### config.mk
export PLATFORM = sky130hd
export DESIGN_NAME = nd_array_layout_index_transpose_unit
export DESIGN_NICKNAME = d
export VERILOG_FILES = /design/src/hw/rtl/ndlit_pkg.sv /design/src/hw/rtl/nd_array_layout_index_transpose_unit.sv /design/src/hw/rtl/ndlit_cfg_regs.sv /design/src/hw/rtl/ndlit_divider.sv
export VERILOG_INCLUDE_DIRS = /design/src /design/src/hw/rtl
export SDC_FILE = /design/constraint.sdc
export NUM_CORES = 1
export LEC_CHECK = 0
export BUFFER_PORTS_ARGS = -buffer_cell sky130_fd_sc_hd__buf_2
export CAP_MARGIN = 25
export CORE_ASPECT_RATIO = 1.2
export CORE_UTILIZATION = 40
export DETAILED_ROUTE_END_ITERATION = 16
export PLACE_DENSITY = 0.56
export SYNTH_ARGS = -nofsm -noshare
export SYNTH_HDL_FRONTEND = slang
export SYNTH_HIERARCHICAL = 1
export SYNTH_SLANG_ARGS = --single-unit
### constraint.sdc
create_clock -name clk_i -period 25.3 [get_ports clk_i]
set_input_delay 1.265 -clock clk_i [delete_from_list [all_inputs] [get_ports clk_i]]
set_output_delay 1.265 -clock clk_i [all_outputs]
set_load 0.05 [all_outputs]
### src/hw/rtl/assert_macros.svh
// assertion macros used by the top level rtl file of the index transpose block
// no dependencies; each macro expands to one labelled concurrent assertion
`ifndef ASSERT_MACROS_SVH
`define ASSERT_MACROS_SVH

// property checked on the rising clock edge, switched off while reset is low
`define ASSERT_AT(lbl, clk, rst_n, prop) \
  lbl: assert property (@(posedge clk) disable iff (!rst_n) prop) \
    else $error("assertion failed");

// condition that must never be true
`define ASSERT_NEVER(lbl, clk, rst_n, cond) \
  `ASSERT_AT(lbl, clk, rst_n, !(cond))

`endif

### src/hw/rtl/ndlit_pkg.sv
// shared types and constants of the nd array index transpose block
// used by ndlit_cfg_regs, ndlit_divider and the top level; no dependencies
package ndlit_pkg;

  localparam int unsigned ExtentRegs = 4;
  localparam int unsigned ExtentW    = 16;
  localparam int unsigned DimCountW  = 3;
  localparam int unsigned CfgIdxW    = 3;
  localparam int unsigned CfgDataW   = 32;
  localparam int unsigned FieldW     = 32;

  typedef enum logic [CfgIdxW-1:0] {
    REG_DIM_COUNT       = 3'd0,
    REG_EXTENT_0        = 3'd1,
    REG_EXTENT_1        = 3'd2,
    REG_EXTENT_2        = 3'd3,
    REG_EXTENT_3        = 3'd4,
    REG_TO_COLUMN_MAJOR = 3'd5,
    REG_ELEMENT_COUNT   = 3'd6
  } cfg_reg_e;

  typedef struct packed {
    logic [DimCountW-1:0]                dim_count;
    logic [ExtentRegs-1:0][ExtentW-1:0]  extent;
    logic                                to_column_major;
    logic [FieldW-1:0]                   element_count;
  } cfg_t;

  typedef struct packed {
    logic busy;
    logic done;
  } div_stat_t;

  typedef enum logic [1:0] {
    ST_IDLE,
    ST_SETUP,
    ST_DIV,
    ST_DONE
  } seq_state_e;

endpackage

### src/hw/rtl/nd_array_layout_index_transpose_unit.sv
// top level of the nd array layout index transpose unit: sequencer and datapath
// depends on ndlit_pkg, ndlit_cfg_regs, ndlit_divider and assert_macros.svh
//
//  channel   | direction | tdata                 | tlast        | tuser
//  ----------+-----------+-----------------------+--------------+-------------
//  s_axis    | in        | dest_index [31:0]     | -            | -
//  m_axis    | out       | source_index [31:0]   | last_element | out_of_range
//  cfg       | in        | write only: cfg_we_i, cfg_idx_i, cfg_data_i
//
// for each dimension in use the sequencer runs a setup step and a divide step,
// then loads the result into the output register and returns to idle to take the
// next input; W = min(INDEX_WIDTH, 32) is the divider width, and the shared serial
// divider gives one quotient bit a cycle
// s_axis_tready is high only while the sequencer is idle; a finished result
// waits in the output register so the next input can be taken meanwhile
// asynchronous active-low reset clears control state and sets the configuration to its defaults
`include "assert_macros.svh"

module nd_array_layout_index_transpose_unit #(
  parameter int unsigned MAX_DIMS    = 4,
  parameter int unsigned INDEX_WIDTH = 32
) (
  input  logic                           clk_i,
  input  logic                           rst_ni,
  // configuration write port
  input  logic                           cfg_we_i,
  input  logic [ndlit_pkg::CfgIdxW-1:0]  cfg_idx_i,
  input  logic [ndlit_pkg::CfgDataW-1:0] cfg_data_i,
  // input stream
  input  logic                           s_axis_tvalid,
  output logic                           s_axis_tready,
  input  logic [31:0]                    s_axis_tdata,   // [31:0] dest_index
  // result stream
  output logic                           m_axis_tvalid,
  input  logic                           m_axis_tready,
  output logic [31:0]                    m_axis_tdata,   // [31:0] source_index
  output logic                           m_axis_tlast,   // last_element
  output logic                           m_axis_tuser    // [0] out_of_range
);

  localparam int unsigned CalcW = (INDEX_WIDTH < 32) ? INDEX_WIDTH : 32;
  localparam int unsigned DimW  = $clog2(MAX_DIMS + 1);
  localparam int unsigned EW    = ndlit_pkg::ExtentW;
  localparam int unsigned FW    = ndlit_pkg::FieldW;

  ndlit_pkg::cfg_t       cfg;
  ndlit_pkg::div_stat_t  div_stat;
  ndlit_pkg::seq_state_e state_q, state_d;

  logic [CalcW-1:0]    rest_q, rest_d;
  logic [CalcW-1:0]    src_q, src_d;
  logic [DimW-1:0]     k_q, k_d;
  logic                last_q, last_d;
  logic                oor_q, oor_d;
  logic                out_valid_q, out_valid_d;
  logic [FW-1:0]       out_src_q;
  logic                out_last_q;
  logic                out_oor_q;

  logic [DimW-1:0]     dims;
  logic [DimW-1:0]     d_sel;
  logic [EW-1:0]       ext_raw;
  logic [EW-1:0]       ext_cur;
  logic [CalcW-1:0]    quotient;
  logic [EW-1:0]       digit;
  logic [CalcW+EW-1:0] prod;
  logic                last_dim;
  logic                in_accept;
  logic                out_free;
  logic                div_start;
  logic                load_out;

  ndlit_cfg_regs u_cfg (
    .clk_i  (clk_i),
    .rst_ni (rst_ni),
    .we_i   (cfg_we_i),
    .idx_i  (cfg_idx_i),
    .data_i (cfg_data_i),
    .cfg_o  (cfg)
  );

  ndlit_divider #(
    .DW (CalcW)
  ) u_div (
    .clk_i       (clk_i),
    .rst_ni      (rst_ni),
    .start_i     (div_start),
    .dividend_i  (rest_q),
    .divisor_i   (ext_cur),
    .quotient_o  (quotient),
    .remainder_o (digit),
    .stat_o      (div_stat)
  );

  // dimension count saturates at MAX_DIMS
  always_comb begin
    if (int'(cfg.dim_count) > int'(MAX_DIMS)) begin
      dims = DimW'(MAX_DIMS);
    end else begin
      dims = DimW'(cfg.dim_count);
    end
  end

  // extent of the current step; missing or zero extents act as one
  always_comb begin
    d_sel   = cfg.to_column_major ? k_q : DimW'(dims - k_q - 1'b1);
    ext_raw = EW'(1);
    for (int i = 0; i < ndlit_pkg::ExtentRegs; i++) begin
      if (int'(d_sel) == i) begin
        ext_raw = cfg.extent[i];
      end
    end
    ext_cur = (ext_raw == '0) ? EW'(1) : ext_raw;
  end

  assign prod      = src_q * ext_cur;
  assign last_dim  = (DimW'(k_q + 1'b1) == dims);
  assign in_accept = s_axis_tvalid && s_axis_tready;
  assign out_free  = !out_valid_q || m_axis_tready;

  // next state
  always_comb begin
    state_d = state_q;
    unique case (state_q)
      ndlit_pkg::ST_IDLE: begin
        if (s_axis_tvalid) begin
          state_d = (dims == '0) ? ndlit_pkg::ST_DONE : ndlit_pkg::ST_SETUP;
        end
      end
      ndlit_pkg::ST_SETUP: state_d = ndlit_pkg::ST_DIV;
      ndlit_pkg::ST_DIV: begin
        if (div_stat.done) begin
          state_d = last_dim ? ndlit_pkg::ST_DONE : ndlit_pkg::ST_SETUP;
        end
      end
      ndlit_pkg::ST_DONE: begin
        if (out_free) begin
          state_d = ndlit_pkg::ST_IDLE;
        end
      end
      default: state_d = ndlit_pkg::ST_IDLE;
    endcase
  end

  // sequencer outputs
  always_comb begin
    s_axis_tready = 1'b0;
    div_start     = 1'b0;
    load_out      = 1'b0;
    unique case (state_q)
      ndlit_pkg::ST_IDLE:  s_axis_tready = 1'b1;
      ndlit_pkg::ST_SETUP: div_start     = 1'b1;
      ndlit_pkg::ST_DIV:   ;
      ndlit_pkg::ST_DONE:  load_out      = out_free;
      default: ;
    endcase
  end

  // working registers
  always_comb begin
    rest_d = rest_q;
    src_d  = src_q;
    k_d    = k_q;
    last_d = last_q;
    oor_d  = oor_q;
    if (in_accept) begin
      rest_d = s_axis_tdata[CalcW-1:0];
      src_d  = '0;
      k_d    = '0;
      last_d = (cfg.element_count != '0) &&
               (s_axis_tdata == cfg.element_count - 1'b1);
      oor_d  = (s_axis_tdata >= cfg.element_count);
    end else if ((state_q == ndlit_pkg::ST_DIV) && div_stat.done) begin
      // digit becomes the new least significant place of the source index
      rest_d = quotient;
      src_d  = prod[CalcW-1:0] + CalcW'(digit);
      k_d    = DimW'(k_q + 1'b1);
    end
  end

  always_comb begin
    out_valid_d = out_valid_q;
    if (load_out) begin
      out_valid_d = 1'b1;
    end else if (m_axis_tready) begin
      out_valid_d = 1'b0;
    end
  end

  always_ff @(posedge clk_i or negedge rst_ni) begin
    if (!rst_ni) begin
      state_q     <= ndlit_pkg::ST_IDLE;
      k_q         <= '0;
      out_valid_q <= 1'b0;
    end else begin
      state_q     <= state_d;
      k_q         <= k_d;
      out_valid_q <= out_valid_d;
    end
  end

  always_ff @(posedge clk_i) begin
    rest_q <= rest_d;
    src_q  <= src_d;
    last_q <= last_d;
    oor_q  <= oor_d;
    if (load_out) begin
      out_src_q  <= FW'(src_q);
      out_last_q <= last_q;
      out_oor_q  <= oor_q;
    end
  end

  assign m_axis_tvalid = out_valid_q;
  assign m_axis_tdata  = out_src_q;
  assign m_axis_tlast  = out_last_q;
  assign m_axis_tuser  = out_oor_q;

  `ASSERT_AT(a_accept_div_quiet, clk_i, rst_ni, in_accept |-> !div_stat.busy)
  `ASSERT_AT(a_div_busy_in_div, clk_i, rst_ni, div_stat.busy |-> state_q == ndlit_pkg::ST_DIV)
  `ASSERT_AT(a_done_in_div, clk_i, rst_ni, div_stat.done |-> state_q == ndlit_pkg::ST_DIV)
  `ASSERT_AT(a_result_from_done, clk_i, rst_ni, $rose(out_valid_q) |-> $past(state_q == ndlit_pkg::ST_DONE))

endmodule

### src/hw/rtl/ndlit_cfg_regs.sv
// configuration register file of the nd array index transpose block
// depends on ndlit_pkg for the register codes and the cfg_t bundle
module ndlit_cfg_regs (
  input  logic                           clk_i,
  input  logic                           rst_ni,
  input  logic                           we_i,
  input  logic [ndlit_pkg::CfgIdxW-1:0]  idx_i,
  input  logic [ndlit_pkg::CfgDataW-1:0] data_i,
  output ndlit_pkg::cfg_t                cfg_o
);

  ndlit_pkg::cfg_t cfg_q, cfg_d;

  always_comb begin
    cfg_d = cfg_q;
    if (we_i) begin
      unique case (ndlit_pkg::cfg_reg_e'(idx_i))
        ndlit_pkg::REG_DIM_COUNT:
          cfg_d.dim_count = data_i[ndlit_pkg::DimCountW-1:0];
        ndlit_pkg::REG_EXTENT_0:
          cfg_d.extent[0] = data_i[ndlit_pkg::ExtentW-1:0];
        ndlit_pkg::REG_EXTENT_1:
          cfg_d.extent[1] = data_i[ndlit_pkg::ExtentW-1:0];
        ndlit_pkg::REG_EXTENT_2:
          cfg_d.extent[2] = data_i[ndlit_pkg::ExtentW-1:0];
        ndlit_pkg::REG_EXTENT_3:
          cfg_d.extent[3] = data_i[ndlit_pkg::ExtentW-1:0];
        ndlit_pkg::REG_TO_COLUMN_MAJOR:
          cfg_d.to_column_major = data_i[0];
        ndlit_pkg::REG_ELEMENT_COUNT:
          cfg_d.element_count = data_i[ndlit_pkg::FieldW-1:0];
        default: ;  // unmapped index, write dropped
      endcase
    end
  end

  always_ff @(posedge clk_i or negedge rst_ni) begin
    if (!rst_ni) begin
      cfg_q.dim_count       <= ndlit_pkg::DimCountW'(1);
      for (int i = 0; i < ndlit_pkg::ExtentRegs; i++) begin
        cfg_q.extent[i]     <= ndlit_pkg::ExtentW'(1);
      end
      cfg_q.to_column_major <= 1'b0;
      cfg_q.element_count   <= ndlit_pkg::FieldW'(1);
    end else begin
      cfg_q <= cfg_d;
    end
  end

  assign cfg_o = cfg_q;

endmodule

### src/hw/rtl/ndlit_divider.sv
// shared radix-2 restoring divider, one quotient bit per cycle
// depends on ndlit_pkg for the extent width and the div_stat_t status bundle
module ndlit_divider #(
  parameter int unsigned DW = 32
) (
  input  logic                          clk_i,
  input  logic                          rst_ni,
  input  logic                          start_i,
  input  logic [DW-1:0]                 dividend_i,
  input  logic [ndlit_pkg::ExtentW-1:0] divisor_i,
  output logic [DW-1:0]                 quotient_o,
  output logic [ndlit_pkg::ExtentW-1:0] remainder_o,
  output ndlit_pkg::div_stat_t          stat_o
);

  localparam int unsigned CntW = $clog2(DW + 1);
  localparam int unsigned EW   = ndlit_pkg::ExtentW;

  logic [CntW-1:0] cnt_q, cnt_d;
  logic            done_q, done_d;
  logic [DW-1:0]   quo_q, quo_d;
  logic [EW-1:0]   rem_q, rem_d;
  logic [EW-1:0]   dvs_q, dvs_d;
  logic [EW:0]     trial;
  logic [EW:0]     diff;
  logic            fits;
  logic            busy;

  assign busy  = (cnt_q != '0);
  // shift the next dividend bit into the partial remainder
  assign trial = {rem_q, quo_q[DW-1]};
  assign diff  = trial - {1'b0, dvs_q};
  assign fits  = (trial >= {1'b0, dvs_q});

  always_comb begin
    cnt_d  = cnt_q;
    done_d = 1'b0;
    quo_d  = quo_q;
    rem_d  = rem_q;
    dvs_d  = dvs_q;
    if (start_i) begin
      cnt_d = CntW'(DW);
      quo_d = dividend_i;
      rem_d = '0;
      dvs_d = divisor_i;
    end else if (busy) begin
      cnt_d  = cnt_q - 1'b1;
      done_d = (cnt_q == CntW'(1));
      quo_d  = {quo_q[DW-2:0], fits};
      rem_d  = fits ? diff[EW-1:0] : trial[EW-1:0];
    end
  end

  always_ff @(posedge clk_i or negedge rst_ni) begin
    if (!rst_ni) begin
      cnt_q  <= '0;
      done_q <= 1'b0;
    end else begin
      cnt_q  <= cnt_d;
      done_q <= done_d;
    end
  end

  always_ff @(posedge clk_i) begin
    quo_q <= quo_d;
    rem_q <= rem_d;
    dvs_q <= dvs_d;
  end

  assign quotient_o  = quo_q;
  assign remainder_o = rem_q;
  assign stat_o.busy = busy;
  assign stat_o.done = done_q;

endmodule

---- Word level (Yosys, flattened, before mapping) ----
Cells that the tools add are included.
word-level totals
  output and inout bits ................... 36
  register bits ........................... 277
cells by class
  multiply operators ...................... 1
  $lt $le $gt $ge ......................... 3
  equal/unequal tests ..................... 18
  add/sub/neg operators ................... 7
  reductions and logical operators ........ 23
  muxes and demuxes ....................... 29
operator list
  kind                     number
  $mux W32                 4
  $mux W16                 6
  $add A32 B16 Y32         1
  $eq A32 B32 Y1           1
  $ge A32 B32 Y1           1
  $mul A32 B16 Y32         1
  $reduce_bool A32 Y1      1
  $sub A32 B1 Y32 const B  1
  $ge A17 B16 Y1           1
  $logic_not A16 Y1        1
  $sub A16 B16 Y16         1
  $eq A3 B3 Y1 const B     5
  $reduce_and A2 Y1        7
  $mux W3                  4
  $mux W6                  2
  $mux W2                  5
  $eq A3 B2 Y1 const B     3
  $logic_not A3 Y1         3
  $pmux W2 S4              1
  $mux W1                  7
  $eq A6 B1 Y1 const B     1
  $reduce_bool A2 Y1       3
  $reduce_bool A6 Y1       1
  $sub A6 B1 Y6 const B    1
  15 further kinds         19

---- Depth between registers and ports, before layout ----
  word-level depth ........................ 14
  mapped depth ............................ 35
  depth with buffers taken out ............ 32

---- Hierarchy ----
Netlist, hierarchy kept.
by module, submodules not included
  module                                cells an instance  times used  area each (um^2)  seq. area each (um^2)
  nd_array_layout_index_transpose_unit  2052               1           18536.5           2832.7
  ndlit_cfg_regs                        217                1           3943.8            2509.9
  ndlit_divider                         335                1           3806.2            1936.9

---- Worst setup path after synthesis ----
OpenSTA, ideal clock, no wires.
  path type ............................... reg-to-reg
  start ................................... register u_cfg.cfg_q (netlist bit u_cfg/cfg_o[99])
  end ..................................... register src_q[31]
  buffers on the path ..................... 4
  period minus slack after synthesis ...... 8.363 ns
  stages on the path, launching flop included .. 34
  library setup time ...................... 0.136 ns
  setup slack ............................. 16.937 ns
  data arrival time ....................... 8.227 ns
  cell sequence ........................... dfrtp_1 and2b_1 ha_1 fa_1 xor3_2 a31oi_4 nor2_2 buf_2 a221o_1 clkbuf_1 clkbuf_1 nand2_1 fa_1 inv_1 fa_1 inv_1 fa_1 inv_1 fa_1 fa_1 inv_1 fa_1 inv_1 ha_1 clkbuf_1 and4_1 and3_1 o311ai_0 a311oi_1 a211oi_1 nor3_1 xnor2_1 mux2i_1 a21oi_1
between the ends
  longest elaborated chain between the ends .. 14
  elaborated cells on any way between the ends .. 17
ends and longest elaborated chain
  what                      line                                         source
  start: declaration        ndlit_cfg_regs.sv:12                         ndlit_pkg::cfg_t cfg_q, cfg_d;
  start signal: assignment  ndlit_cfg_regs.sv:46                         cfg_q <= cfg_d;
  $gt A3 B3 Y1              nd_array_layout_index_transpose_unit.sv:97   if (int'(cfg.dim_count) > int'(MAX_DIMS)) begin
  $mux W3 (*)               nd_array_layout_index_transpose_unit.sv:97
  $sub A3 B3 Y3 (*)         nd_array_layout_index_transpose_unit.sv:106  d_sel = cfg.to_column_major ? k_q : DimW'(dims - k_q - 1'b1);
  $sub A3 B1 Y3 (*)         nd_array_layout_index_transpose_unit.sv:106
  $mux W3 (*)               nd_array_layout_index_transpose_unit.sv:106
  $logic_not A3 Y1          nd_array_layout_index_transpose_unit.sv:109  if (int'(d_sel) == i) begin
  $mux W16 (3 in series)    nd_array_layout_index_transpose_unit.sv:109
  $mux W16 (*)              nd_array_layout_index_transpose_unit.sv:109
  $logic_not A16 Y1         nd_array_layout_index_transpose_unit.sv:113  ext_cur = (ext_raw == '0) ? EW'(1) : ext_raw;
  $mux W16 (*)              nd_array_layout_index_transpose_unit.sv:113
  via ext_cur[5]            nd_array_layout_index_transpose_unit.sv:63   logic [EW-1:0] ext_cur;
  $mul A32 B16 Y32 (*)      nd_array_layout_index_transpose_unit.sv:116  assign prod = src_q * ext_cur;
  $add A32 B16 Y32 (*)      nd_array_layout_index_transpose_unit.sv:176  src_d = prod[CalcW-1:0] + CalcW'(digit);
  end signal: assignment    nd_array_layout_index_transpose_unit.sv:204  src_q <= src_d;
  end: declaration          nd_array_layout_index_transpose_unit.sv:51   logic [CalcW-1:0] src_q, src_d;
Mark *: on every way through the listed nets, which the timed path passes. The rest lies on a longest branch.
A chain may end at the register's enable or synchronous reset.

---- Final worst setup path ----
  start ................................... register u_cfg.cfg_q (netlist bit u_cfg/cfg_o[99])
  end ..................................... register src_q[31]
between the ends
  longest elaborated chain between the ends .. 14
  elaborated cells on any way between the ends .. 17
ends and longest elaborated chain
  what                    line
  $gt A3 B3 Y1            nd_array_layout_index_transpose_unit.sv:97
  $mux W3 (*)             nd_array_layout_index_transpose_unit.sv:97
  $sub A3 B3 Y3 (*)       nd_array_layout_index_transpose_unit.sv:106
  $sub A3 B1 Y3 (*)       nd_array_layout_index_transpose_unit.sv:106
  $mux W3 (*)             nd_array_layout_index_transpose_unit.sv:106
  $logic_not A3 Y1        nd_array_layout_index_transpose_unit.sv:109
  $mux W16 (3 in series)  nd_array_layout_index_transpose_unit.sv:109
  $mux W16 (*)            nd_array_layout_index_transpose_unit.sv:109
  $logic_not A16 Y1       nd_array_layout_index_transpose_unit.sv:113
  $mux W16 (*)            nd_array_layout_index_transpose_unit.sv:113
  $mul A32 B16 Y32 (*)    nd_array_layout_index_transpose_unit.sv:116
  $add A32 B16 Y32 (*)    nd_array_layout_index_transpose_unit.sv:176
Mark *: on every way between the ends. The rest lies on a longest branch, timed or not.

==> impl_metrics.json <==
{
  "status": "completed",
  "cts_htree_levels": 2,
  "antenna_found_initial": 1,
  "worstPathRequired_ps": 25730,
  "drc_errors": 0,
  "rsz0062_at_grt": "false",
  "rows": 102,
  "cts_tree": "yes",
  "port_buffers": 107,
  "worstMarginPinSlew_ps": 1020,
  "grt_start_max_net_pins": 62,
  "setup_violations": 0,
  "crit_type": "flip-flop to flip-flop",
  "final_cell_mix": "inv_1 (480), nand2_1 (339), fa_1 (321), and2_1 (138), ha_1 (136)",
  "synth.cell_area_um2": 26300,
  "dieWidth_um": 236,
  "yosysWarningCount": 6,
  "fmax_mhz": 103,
  "crit_buf_inv": 5,
  "cts_setup_buffers": 0,
  "syn-instance-count": 2603,
  "cpMostUsedCell": "fa_1",
  "slowest_delay_ps": 590,
  "hpwl_mm": 50.2,
  "fin_crit_ps": 9710,
  "slew-limit-headroom_pct": 31.6,
  "final_common_cell": "inv_1",
  "cts_root_buf": "clkbuf_16",
  "pre_cts_slack_ps": 15740,
  "cts_resized": 0,
  "cp-end-kind": "flip-flop",
  "path_max_fanout": 33,
  "dieArea_um2": 66700,
  "start_util_pct": 40.6,
  "finalClockSkew_ps": 30.1,
  "drt-pass1-iter-count": 9,
  "drtIter0Drc": 850,
  "min_path_type": "flip-flop to flip-flop",
  "detail_route.wl_per_cell_um": 19.6,
  "insertion_delay_ps": 580,
  "syn_avg_cell_area_um2": 10.1,
  "nets": 3193,
  "ios": 108,
  "finalHoldViolCount": 0,
  "slew_viol_final": 0,
  "drv_cap": 0,
  "diodes": 0,
  "routed_wl_mm": 68.9,
  "syn_nets": 3132,
  "grt_remaining_overflow": 0,
  "grt_usage_pct": 21.5,
  "via_per_inst": 5.25,
  "core_um2": 64700,
  "area_delta_synth_final_pct": 9.71,
  "drtAntennaViolNets": 0,
  "cts_made_buffers": 35,
  "cp_slowest_cell": "a311oi_1",
  "cpLargestDelayFamily": "adder cells",
  "grt_pass1_wl_mm": 112,
  "grt_pass1_vias": 20100,
  "clock_sink_count": 277,
  "cts.path.max_buffers": 3,
  "worst_slack_ps": 15590,
  "drive_gt1_share_pct": 14.7,
  "tns_ps": 0,
  "arrival_ps": 10140,
  "fin_crit_sh_pct": 38.4,
  "clk_pin_slew_ps": 60,
  "die_y_um": 283,
  "startpoint_type": "flip-flop",
  "place.gp.congestion": 0.831,
  "cts_hold_buf": 0,
  "via_count": 18500
}
[worst register-to-register path: cells and delay by family, from the launching register on]
kind,cells,cell delay [ps]
xor+xnor,2,670
mux,1,220
simple gates,6,1490
flops,1,450
fa+ha+maj,9,4050
compound gates,7,1920
buf+inv,5,770
[cell type report]
cell class              instances  area [µm²]
clock inverters                25         323
inverters                     480        1800
well taps                     832        1040
fillers                      6120       35900
flip-flops and latches        277        7280
repair buffers                136         811
clock buffers                  38         897
multi-input cells            1734       16700
[flip-flops by register name, summed over array words and instances, names as in the netlist]
register           count
m_axis_tdata          32
u_div/done_q           1
m_axis_tuser           1
u_div/remainder_o     16
u_div/dvs_q           16
u_div/cnt_q            6
m_axis_tvalid          1
last_q                 1
k_q                    3
u_cfg/cfg_o          100
rest_q                32
u_div/quotient_o      32
m_axis_tlast           1
oor_q                  1
state_q                2
src_q                 32
[path summary, 6_finish.rpt]
| path | from | to | slack, ps | cells after the start |
|---|---|---|---|---|
| setup / recovery | u_cfg/cfg_o[99]$_DFFE_PN0P_ | src_q[31]$_SDFFE_PP0P_ | 15590 | 30 |
| hold / removal | last_q$_DFFE_PP_ | m_axis_tlast$_DFFE_PP_ | 420 | 0 |
| setup reg to reg | u_cfg/cfg_o[99]$_DFFE_PN0P_ | src_q[31]$_SDFFE_PP0P_ | 15590 | 30 |
| hold reg to reg | last_q$_DFFE_PP_ | m_axis_tlast$_DFFE_PP_ | 420 | 0 |
| max in group asynchronous | rst_ni | u_cfg/cfg_o[22]$_DFFE_PN0P_ | 23230 | 2 |
| min in group asynchronous | rst_ni | u_cfg/cfg_o[75]$_DFFE_PN0P_ | 730 | 1 |
[metrics by stage]
stage	area, µm²	util (%)	std cells	hold slack [ps]
floorplan	26300	-	2603	400
global placement	27500	42.5	3455	415
detailed placement	27500	42.5	3455	411
CTS	28700	44.4	3518	426
global route	28800	44.6	3522	443
finish	28800	44.6	3522	420
[layer usage]
metal	track usage (%)	vias up	part of all wire (%)
li1	-	8492	-
met1	26.4	9378	41
met2	37.5	496	49
met3	4.01	130	5.7
met5	0	-	0
met4	8.25	0	3.8
Power is left out: the tool's default activity adds up to more than one toggle a clock period on the data nets, which glitch-free logic cannot reach.
